### src/rtl/twl_pkg.sv
// twl_pkg: shared codes and the result item type of the two-wire handshake link.
// No dependencies; imported by every other file of the block.
package twl_pkg;

  localparam int unsigned CFG_DATA_W = 32;
  localparam int unsigned CFG_IDX_W  = 1;

  // Configuration register indexes
  localparam logic [CFG_IDX_W-1:0] CFG_TIMEOUT = 1'b0;
  localparam logic [CFG_IDX_W-1:0] CFG_BIT_GAP = 1'b1;

  localparam logic [31:0] TIMEOUT_RESET = 32'd1000000;
  localparam logic [15:0] BIT_GAP_RESET = 16'd0;

  // Command codes; the unused code acts as a plain tick
  localparam logic [1:0] CMD_NONE = 2'd0;
  localparam logic [1:0] CMD_SEND = 2'd1;
  localparam logic [1:0] CMD_RECV = 2'd2;

  // Completion status codes
  localparam logic [1:0] ST_OK      = 2'd0;
  localparam logic [1:0] ST_SEND_TO = 2'd1;
  localparam logic [1:0] ST_RECV_TO = 2'd2;

  typedef struct packed {
    logic       red_release;
    logic       white_release;
    logic       busy_res;
    logic       done_res;
    logic [1:0] status;
    logic [7:0] received_byte;
    logic       line_active;
  } res_t;

endpackage

### src/rtl/twl_core.sv
// twl_core: per-tick protocol sequencer, configuration registers and timers.
// Depends on twl_pkg; produces one result item per accepted tick.
module twl_core #(
  parameter int unsigned BITS_PER_WORD = 8
) (
  input  logic                         clk_i,
  input  logic                         rst_ni,
  input  logic                         cfg_we_i,
  input  logic [twl_pkg::CFG_IDX_W-1:0]  cfg_idx_i,
  input  logic [twl_pkg::CFG_DATA_W-1:0] cfg_data_i,
  input  logic                         step_i,
  input  logic [1:0]                   cmd_i,
  input  logic [7:0]                   send_byte_i,
  input  logic                         red_line_i,
  input  logic                         white_line_i,
  output twl_pkg::res_t                res_o
);
  import twl_pkg::*;

  localparam int unsigned CntW = $clog2(BITS_PER_WORD + 1);
  localparam logic [CntW-1:0] LastCnt = CntW'(BITS_PER_WORD);

  typedef enum logic [3:0] {
    PH_IDLE, PH_S_ACK, PH_S_REL, PH_S_GAP, PH_R_BIT, PH_R_ACK, PH_R_GAP
  } phase_e;

  phase_e         phase_q, phase_d;
  logic [7:0]     shift_q, shift_d;
  logic [CntW-1:0] bit_cnt_q, bit_cnt_d;
  logic [31:0]    wait_q, wait_d;
  logic [15:0]    gap_q, gap_d;
  logic           cur_bit_q, cur_bit_d;
  logic [31:0]    timeout_q;
  logic [15:0]    bit_gap_q;

  logic        bit_done, not_met, gap_end, adv, sending;
  logic [31:0] wait_inc;
  logic        done;
  logic [1:0]  status;
  logic [7:0]  rbyte;

  always_comb begin
    phase_d   = phase_q;
    shift_d   = shift_q;
    bit_cnt_d = bit_cnt_q;
    wait_d    = wait_q;
    gap_d     = gap_q;
    cur_bit_d = cur_bit_q;
    bit_done  = 1'b0;
    not_met   = 1'b0;
    gap_end   = 1'b0;
    adv       = 1'b0;
    sending   = 1'b0;
    done      = 1'b0;
    status    = ST_OK;
    rbyte     = 8'd0;
    wait_inc  = wait_q + 32'd1;

    unique case (phase_q)
      PH_IDLE: begin
        if (cmd_i == CMD_SEND) begin
          shift_d   = send_byte_i;
          bit_cnt_d = '0;
          wait_d    = '0;
          cur_bit_d = send_byte_i[0];
          phase_d   = PH_S_ACK;
        end else if (cmd_i == CMD_RECV) begin
          shift_d   = '0;
          bit_cnt_d = '0;
          wait_d    = '0;
          phase_d   = PH_R_BIT;
        end
      end
      PH_S_ACK: begin
        sending = 1'b1;
        if ((cur_bit_q ? red_line_i : white_line_i) == 1'b0) begin
          wait_d  = '0;
          phase_d = PH_S_REL;
        end else begin
          not_met = 1'b1;
        end
      end
      PH_S_REL: begin
        sending = 1'b1;
        if ((cur_bit_q ? red_line_i : white_line_i) == 1'b1) begin
          shift_d  = {1'b0, shift_q[7:1]};
          bit_done = 1'b1;
        end else begin
          not_met = 1'b1;
        end
      end
      PH_R_BIT: begin
        if (red_line_i && white_line_i) begin
          not_met = 1'b1;
        end else begin
          // white low alone is a one, every other low pattern a zero
          cur_bit_d = red_line_i & ~white_line_i;
          shift_d   = {red_line_i & ~white_line_i, shift_q[7:1]};
          wait_d    = '0;
          phase_d   = PH_R_ACK;
        end
      end
      PH_R_ACK: begin
        if ((cur_bit_q ? white_line_i : red_line_i) == 1'b1) bit_done = 1'b1;
        else                                                  not_met  = 1'b1;
      end
      PH_S_GAP, PH_R_GAP: begin
        sending = (phase_q == PH_S_GAP);
        if (gap_q != 16'd0) gap_d = gap_q - 16'd1;
        if (gap_d == 16'd0) gap_end = 1'b1;
      end
      default: begin
        phase_d   = PH_IDLE;
        bit_cnt_d = '0;
      end
    endcase

    if (bit_done) begin
      bit_cnt_d = bit_cnt_q + CntW'(1);
      if (bit_gap_q != 16'd0) begin
        gap_d   = bit_gap_q;
        phase_d = sending ? PH_S_GAP : PH_R_GAP;
      end else begin
        adv = 1'b1;
      end
    end
    if (gap_end) adv = 1'b1;

    if (adv) begin
      if (bit_cnt_d >= LastCnt) begin
        done      = 1'b1;
        status    = ST_OK;
        rbyte     = sending ? 8'd0 : shift_d;
        phase_d   = PH_IDLE;
        bit_cnt_d = '0;
      end else begin
        wait_d = '0;
        if (sending) begin
          cur_bit_d = shift_d[0];
          phase_d   = PH_S_ACK;
        end else begin
          phase_d = PH_R_BIT;
        end
      end
    end

    // a zero timeout trips on the first miss, like a timeout of one
    if (not_met) begin
      wait_d = wait_inc;
      if (wait_inc >= timeout_q) begin
        done      = 1'b1;
        status    = sending ? ST_SEND_TO : ST_RECV_TO;
        phase_d   = PH_IDLE;
        bit_cnt_d = '0;
        wait_d    = '0;
      end
    end
  end

  always_comb begin
    res_o.red_release   = 1'b1;
    res_o.white_release = 1'b1;
    if (phase_d == PH_S_ACK) begin
      if (cur_bit_d) res_o.white_release = 1'b0;
      else           res_o.red_release   = 1'b0;
    end else if (phase_d == PH_R_ACK) begin
      if (cur_bit_d) res_o.red_release   = 1'b0;
      else           res_o.white_release = 1'b0;
    end
    res_o.busy_res      = (phase_d != PH_IDLE);
    res_o.done_res      = done;
    res_o.status        = status;
    res_o.received_byte = rbyte;
    res_o.line_active   = (phase_d == PH_IDLE) && (!red_line_i || !white_line_i);
  end

  always_ff @(posedge clk_i or negedge rst_ni) begin
    if (!rst_ni) begin
      phase_q   <= PH_IDLE;
      shift_q   <= '0;
      bit_cnt_q <= '0;
      wait_q    <= '0;
      gap_q     <= '0;
      cur_bit_q <= 1'b0;
      timeout_q <= TIMEOUT_RESET;
      bit_gap_q <= BIT_GAP_RESET;
    end else begin
      if (step_i) begin
        phase_q   <= phase_d;
        shift_q   <= shift_d;
        bit_cnt_q <= bit_cnt_d;
        wait_q    <= wait_d;
        gap_q     <= gap_d;
        cur_bit_q <= cur_bit_d;
      end
      if (cfg_we_i) begin
        unique case (cfg_idx_i)
          CFG_TIMEOUT: timeout_q <= cfg_data_i;
          CFG_BIT_GAP: bit_gap_q <= cfg_data_i[15:0];
          default: ;
        endcase
      end
    end
  end

  a_idle_cnt_clear: assert property (@(posedge clk_i) disable iff (!rst_ni)
    phase_q == PH_IDLE |-> bit_cnt_q == '0)
    else $error("bit counter not cleared while idle");

  a_busy_not_active: assert property (@(posedge clk_i) disable iff (!rst_ni)
    step_i |-> !(res_o.busy_res && res_o.line_active))
    else $error("line activity flagged during a transfer");

  a_fail_no_byte: assert property (@(posedge clk_i) disable iff (!rst_ni)
    step_i && res_o.done_res && res_o.status != ST_OK |->
      res_o.received_byte == 8'd0 && !res_o.busy_res)
    else $error("aborted transfer left data or busy flag");

endmodule

### src/rtl/twl_out_buf.sv
// twl_out_buf: output register plus one skid entry for result items.
// Depends on twl_pkg for the result item type.
module twl_out_buf (
  input  logic          clk_i,
  input  logic          rst_ni,
  input  logic          push_i,
  input  twl_pkg::res_t res_i,
  output logic          full_o,
  output logic          out_valid_o,
  input  logic          out_stall_i,
  output twl_pkg::res_t res_o
);
  import twl_pkg::*;

  logic out_valid_q, skid_valid_q;
  res_t out_q, skid_q;
  logic pop;

  assign pop         = out_valid_q && !out_stall_i;
  assign full_o      = skid_valid_q;
  assign out_valid_o = out_valid_q;
  assign res_o       = out_q;

  always_ff @(posedge clk_i or negedge rst_ni) begin
    if (!rst_ni) begin
      out_valid_q  <= 1'b0;
      skid_valid_q <= 1'b0;
    end else begin
      if (!out_valid_q || pop) begin
        out_valid_q  <= skid_valid_q || push_i;
        skid_valid_q <= 1'b0;
      end else if (push_i) begin
        skid_valid_q <= 1'b1;
      end
    end
  end

  always_ff @(posedge clk_i) begin
    if (!out_valid_q || pop) begin
      out_q <= skid_valid_q ? skid_q : res_i;
    end else if (push_i) begin
      skid_q <= res_i;
    end
  end

  a_skid_needs_out: assert property (@(posedge clk_i) disable iff (!rst_ni)
    skid_valid_q |-> out_valid_q)
    else $error("skid entry held with empty output register");

  a_stall_fills_skid: assert property (@(posedge clk_i) disable iff (!rst_ni)
    out_valid_q && out_stall_i && push_i |=> skid_valid_q)
    else $error("item pushed under stall was dropped");

  a_drain_empties: assert property (@(posedge clk_i) disable iff (!rst_ni)
    pop && !push_i && !skid_valid_q |=> !out_valid_q)
    else $error("result item repeated after drain");

endmodule

### src/rtl/two_wire_handshake_link.sv
// two_wire_handshake_link: top level of the two-wire handshake link controller.
// Depends on twl_pkg, twl_core and twl_out_buf.
//
// Usage
//   Each input item is one tick of the link: a command (plain tick, send a
//   byte, receive a byte) plus the sampled red and white wire levels. Each
//   accepted item yields exactly one result item: the wire drives (1 means
//   released), busy, a done pulse with status, the received byte and an
//   idle line-activity flag. Bits move LSB first.
//   Input channel:  in_valid_i / in_stall_o, item taken when valid and not
//   stalled. Output channel: out_valid_o / out_stall_i, same rule.
//   The sequencer works combinationally between the input fields and the
//   output register. Throughput is one item per cycle while in_stall_o is
//   low; the next-state logic (one 32-bit timer increment and compare) sets it.
//   A receiver stall first parks one result in a skid entry, so one more
//   item is taken; only with both entries full does in_stall_o rise.
//   Reset returns to idle, clears timers and sets timeout_ticks to 1000000
//   and bit_gap_ticks to 0. Configuration writes (cfg_we_i, cfg_idx_i,
//   cfg_data_i) take effect at once; index 0 is timeout, 1 is bit gap.
module two_wire_handshake_link #(
  parameter int unsigned BITS_PER_WORD = 8
) (
  input  logic                           clk_i,
  input  logic                           rst_ni,
  input  logic                           cfg_we_i,
  input  logic [twl_pkg::CFG_IDX_W-1:0]  cfg_idx_i,
  input  logic [twl_pkg::CFG_DATA_W-1:0] cfg_data_i,
  input  logic                           in_valid_i,
  output logic                           in_stall_o,
  input  logic [1:0]                     cmd_i,
  input  logic [7:0]                     send_byte_i,
  input  logic                           red_line_i,
  input  logic                           white_line_i,
  output logic                           out_valid_o,
  input  logic                           out_stall_i,
  output logic                           red_release_o,
  output logic                           white_release_o,
  output logic                           busy_res_o,
  output logic                           done_res_o,
  output logic [1:0]                     status_o,
  output logic [7:0]                     received_byte_o,
  output logic                           line_active_o
);
  import twl_pkg::*;

  logic full;
  logic step;
  res_t core_res, out_res;

  // an item is taken whenever the skid entry is free
  assign in_stall_o = full;
  assign step       = in_valid_i && !full;

  twl_core #(
    .BITS_PER_WORD(BITS_PER_WORD)
  ) u_core (
    .clk_i       (clk_i),
    .rst_ni      (rst_ni),
    .cfg_we_i    (cfg_we_i),
    .cfg_idx_i   (cfg_idx_i),
    .cfg_data_i  (cfg_data_i),
    .step_i      (step),
    .cmd_i       (cmd_i),
    .send_byte_i (send_byte_i),
    .red_line_i  (red_line_i),
    .white_line_i(white_line_i),
    .res_o       (core_res)
  );

  twl_out_buf u_out_buf (
    .clk_i      (clk_i),
    .rst_ni     (rst_ni),
    .push_i     (step),
    .res_i      (core_res),
    .full_o     (full),
    .out_valid_o(out_valid_o),
    .out_stall_i(out_stall_i),
    .res_o      (out_res)
  );

  assign red_release_o   = out_res.red_release;
  assign white_release_o = out_res.white_release;
  assign busy_res_o      = out_res.busy_res;
  assign done_res_o      = out_res.done_res;
  assign status_o        = out_res.status;
  assign received_byte_o = out_res.received_byte;
  assign line_active_o   = out_res.line_active;

endmodule

### config.mk
export PLATFORM = sky130hd
export DESIGN_NAME = two_wire_handshake_link
export DESIGN_NICKNAME = d
export VERILOG_FILES = /design/src/rtl/twl_pkg.sv /design/src/rtl/twl_core.sv /design/src/rtl/twl_out_buf.sv /design/src/rtl/two_wire_handshake_link.sv
export SDC_FILE = /design/constraint.sdc
export NUM_CORES = 1
export LEC_CHECK = 0
export BUFFER_PORTS_ARGS = -buffer_cell sky130_fd_sc_hd__buf_2
export CAP_MARGIN = 5
export CORE_AREA = 2 2 123 125
export DETAILED_ROUTE_END_ITERATION = 8
export DIE_AREA = 0 0 125 127
export PLACE_DENSITY = 0.79
export SETUP_SLACK_MARGIN = 0.3
export SYNTH_ARGS = -nofsm -noshare
export SYNTH_HDL_FRONTEND = slang
export SYNTH_SLANG_ARGS = --single-unit
### constraint.sdc
create_clock -name clk_i -period 5.2 [get_ports clk_i]
set_input_delay 0 -clock clk_i [delete_from_list [all_inputs] [get_ports clk_i]]
set_output_delay 0 -clock clk_i [all_outputs]
set_load 0.01 [all_outputs]
==> impl_summary.log <==
INFO  metric status = completed
INFO  metric drt.antenna.violating_nets = 0
INFO  metric synthesized_area_per_cell = about 9.5 sq um
INFO  metric n_antenna_cell = 0
INFO  metric worst_path_max_delay_cell = sky130_fd_sc_hd__or4_4
INFO  metric syn-cell-area = approximately 8600 sq um
INFO  metric first_iter_violations = about 810
INFO  metric cp_num_buf_inv = 1
INFO  metric setup_violations = 0
INFO  metric port-buffer-count = 66
INFO  metric cts_buffers = 17
INFO  metric post-dp-hpwl = about 14 mm
INFO  metric most-common-layout-cells = 108 x sky130_fd_sc_hd__dfrtp_1, 103 x sky130_fd_sc_hd__nand2_1, 65 x sky130_fd_sc_hd__buf_2
INFO  metric maximum_number_of_pins_on_one_net_before_global_route_repair = 64
INFO  metric worstMarginPinSlew = between 0.8 and 0.9 ns
INFO  metric final.setup.tns = 0 ns
INFO  metric async_flop_share = 0.7931
INFO  metric layout.cells.most_common = sky130_fd_sc_hd__dfrtp_1
INFO  metric setup.worst_path.end_class = flop
INFO  metric drt-pass1-iter-count = 6
INFO  metric final_net_count = between 1k and 1.5k
INFO  metric synth_enable_flop_cells = 30
INFO  metric first_global_vias = between 7k and 8k
INFO  metric worstSetupStartpointType = flop
INFO  metric coreArea = approximately 14000 sq um
INFO  metric die_area = ~16000 sq um
INFO  metric final-hold-violation-count = 0
INFO  metric final_estimated_routing_congestion_in_global_placement = 0.9060
INFO  metric critical_path.top_delay_family = compound AO/OA/AOI/OAI gates
INFO  metric core.rowCount = between 40 and 50
INFO  metric totalWireLength = roughly 22 mm
INFO  metric skew = between 0.01 and 0.015 ns
INFO  metric tritoncts_num_sinks = ~150
INFO  metric cp_cell_sequence = nand4_1 -> or2_1 -> or4_4 -> or2_1 -> nor2_1 -> xor2_1 -> ha_1 -> a21oi_1 -> o21ai_0 -> a221oi_1 -> inv_1 -> o31a_1 -> a2111oi_1 -> a211o_1
INFO  metric cts_tree = yes
INFO  metric timing.critical_path.arrival = 4.83 ns
INFO  metric p_per_area = about 420 nW/um^2
INFO  metric timing.critical_path.required = ~5.6 ns
INFO  metric synth_flop_cell = sky130_fd_sc_hd__dfrtp_1
INFO  metric critical_path.most_common_cell = sky130_fd_sc_hd__or2_1
INFO  metric route.vias.total = roughly 7.5k
INFO  metric clkTransAtPathRegs = approximately 0.06 ns
INFO  metric synth_seq_cells = about 150
INFO  metric fin_crit = approximately 4.5 ns
INFO  metric cts_max_path_buffers = 2
INFO  metric synth_cells = approximately 910
INFO  metric timing.slew.headroom = 0.4086
INFO  metric clk_latency = 0.43 ns
INFO  metric clock.fmax = between 200 and 250 MHz
INFO  metric synthDominantCellAreaShare = 0.3145
INFO  metric hold_class = input pin to flop
INFO  metric cts_root_buf = sky130_fd_sc_hd__clkbuf_16
INFO  metric antenna_found_initial = 0
INFO  metric chipHeight = 127 microns
INFO  metric synth_top_area_cell = sky130_fd_sc_hd__dfrtp_1
INFO  metric drt-wirelength-per-cell = about 18 microns
INFO  metric synth_fp_nets = 994
INFO  metric cellLeakagePower = 0.004254 uW
INFO  metric synth_cell_types = 84
INFO  metric critical_path_class = flop to flop
INFO  metric crit_path_max_incr_delay = about 0.58 ns
INFO  metric peakVddDrop = roughly 0.26 mV
INFO  metric ys_seq_area_frac = 0.4407
INFO  metric design.portCount = between 60 and 70
INFO  metric timing.final.max_slew_violations = 0
INFO  metric number_of_warnings_issued_by_yosys = 0
INFO  metric crit_path_max_fanout = 14
INFO  metric area_growth = 15.61%
INFO  metric fillers = roughly 1.1k
INFO  metric globalRouteTotalUtil = 0.2763
INFO  metric synth.area.top_cells = sky130_fd_sc_hd__dfrtp_1 31%, sky130_fd_sc_hd__edfxtp_1 10%, sky130_fd_sc_hd__ha_1 5.1%, sky130_fd_sc_hd__nand2_1 4.5%, sky130_fd_sc_hd__o21ai_0 3.6%
INFO  metric share_of_cells_above_drive_strength_1 = 0.1564
INFO  metric max-cap-violations = 0
INFO  metric initial_utilization = 0.5958
INFO  metric grt_first_pass_wirelength = 35.60 mm
INFO  metric part_of_the_cycle_the_worst_path_needs = 0.8592
INFO  metric detail_route.vias_per_cell = roughly 6.3
INFO  metric drcViolationCount = 0
INFO  metric ctsHtreeMaxLevel = 4
INFO  metric globalRouteOverflowTotal = 0
INFO  metric cts_setup_buffers = 0
INFO  metric die_width = 125 microns
INFO  metric hold_ws = between 0.005 and 0.006 ns
INFO  metric rsz0062_at_grt = false
-- cells by family (layout without fill, tap and decap cells) --
family          Yosys count  after routing  share of synthesized area
buf+inv                 103            198                    0.05023
mux                      31             31                    0.03960
simple gates            310            310                     0.1801
xor+xnor                 34             34                    0.03465
flops                   145            145                     0.4407
fa+ha+maj                35             35                    0.05096
compound gates          251            251                     0.2037
-- path summary, 6_finish.rpt --
kind                       slack, ns             endpoint  depth (start not counted)               from
setup / recovery                0.73  u_core.bit_cnt_q[1]                         14   u_core.wait_q[3]
hold / removal                 0.005  u_out_buf.skid_q[3]                          3     send_byte_i[2]
setup reg to reg                0.73  u_core.bit_cnt_q[1]                         14   u_core.wait_q[3]
hold reg to reg                 0.49    u_core.shift_q[0]                          1  u_core.shift_q[0]
max in group asynchronous       3.75  u_core.timeout_q[3]                          3             rst_ni
min in group asynchronous       0.19     u_core.cur_bit_q                          2             rst_ni
-- state kept, by name, indices dropped and copies added, names as in the netlist --
register,count
u_core.timeout_q,32
u_core.phase_q,4
u_out_buf.skid_q,15
u_core.bit_gap_q,16
u_core.cur_bit_q,1
u_out_buf.full_o,1
u_out_buf.res_o,15
u_core.wait_q,32
u_core.gap_q,16
u_core.bit_cnt_q,4
u_core.shift_q,8
u_out_buf.out_valid_o,1
-- Yosys cell counts (4+ instances only) --
master                     instances
sky130_fd_sc_hd__dfrtp_1         108
sky130_fd_sc_hd__nand2_1         103
sky130_fd_sc_hd__o21ai_0          62
sky130_fd_sc_hd__nor2_1           58
sky130_fd_sc_hd__inv_1            51
sky130_fd_sc_hd__a21oi_1          43
sky130_fd_sc_hd__nand3_1          37
sky130_fd_sc_hd__ha_1             35
sky130_fd_sc_hd__a31oi_1          31
sky130_fd_sc_hd__edfxtp_1         30
sky130_fd_sc_hd__clkbuf_1         29
sky130_fd_sc_hd__mux2_2           24
sky130_fd_sc_hd__xnor2_1          22
sky130_fd_sc_hd__buf_2            18
sky130_fd_sc_hd__nand4_1          18
sky130_fd_sc_hd__a32o_1           17
sky130_fd_sc_hd__nor3_1           17
sky130_fd_sc_hd__xor2_1           12
sky130_fd_sc_hd__nor4_1           11
sky130_fd_sc_hd__and3_1            9
sky130_fd_sc_hd__o31ai_1           9
sky130_fd_sc_hd__and2_1            8
sky130_fd_sc_hd__o22ai_1           8
sky130_fd_sc_hd__dfstp_2           7
sky130_fd_sc_hd__mux2i_1           7
sky130_fd_sc_hd__or3_1             7
sky130_fd_sc_hd__a21o_1            6
sky130_fd_sc_hd__a222oi_1          6
sky130_fd_sc_hd__nor2b_1           6
sky130_fd_sc_hd__a211oi_1          5
sky130_fd_sc_hd__nand2b_1          5
sky130_fd_sc_hd__o21a_1            5
sky130_fd_sc_hd__a211o_1           4
sky130_fd_sc_hd__a221oi_1          4
sky130_fd_sc_hd__and4_1            4
sky130_fd_sc_hd__o22a_1            4
-- per-stage QoR --
stage / total power (uW) / instance area (sq um) / cells / setup slack, ns / utilization
2_1_floorplan: 2656 / 8593 / 909 / 1.170 / -
3_3_place_gp: 2981 / 8992 / 1116 / 0.8050 / 0.6234
3_5_place_dp: 3018 / 8992 / 1116 / 0.7292 / 0.6234
4_1_cts: 4184 / 9933 / 1188 / 0.6767 / 0.6887
5_1_grt: 4450 / 9935 / 1188 / 0.3927 / 0.6888
6_report: 4210 / 9935 / 1188 / 0.7322 / 0.6888
-- routing by layer --
metal / GRT usage / vias to the layer above / wire (microns)
met2: 0.4536 / 305 / 10270
li1: - / 3544 / -
met4: 0.1046 / 0 / 506
met1: 0.3771 / 3589 / 9531
met5: 0 / - / 0
met3: 0.03978 / 35 / 1270
-- layout make-up --
| class | count | area, sq um | share of cell area |
|---|---|---|---|
| clock buffer | 21 | 450.4 | 0.04534 |
| clock inverter | 11 | 90.09 | 0.009068 |
| inverter | 52 | 195.2 | 0.01965 |
| multi-input combinational | 661 | 4388 | 0.4417 |
| sequential | 145 | 3787 | 0.3812 |
| tap | 184 | 230.2 | 0.02317 |
| timing repair buffer | 114 | 793.3 | 0.07985 |
-- power breakdown --
part,switching (uW),internal [uW]
logic,844,557
clock network,478,664
registers,278,1390
total,1600,2610
-- worst register-to-register path: cells and delay by family (launching register included) --
| family | cells | cell delay, ns |
|---|---|---|
| simple gates | 5 | 1.53 |
| flops | 1 | 0.44 |
| xor+xnor | 1 | 0.20 |
| buf+inv | 1 | 0.10 |
| compound gates | 6 | 1.84 |
| fa+ha+maj | 1 | 0.28 |
-- repair_timing --
item	CTS	global route
hold endpoints to repair	113	0
hold buffers	40	0
resized for setup	0	1
setup endpoints to repair	0	1
Note: power is estimated with default switching activity, not from simulation.
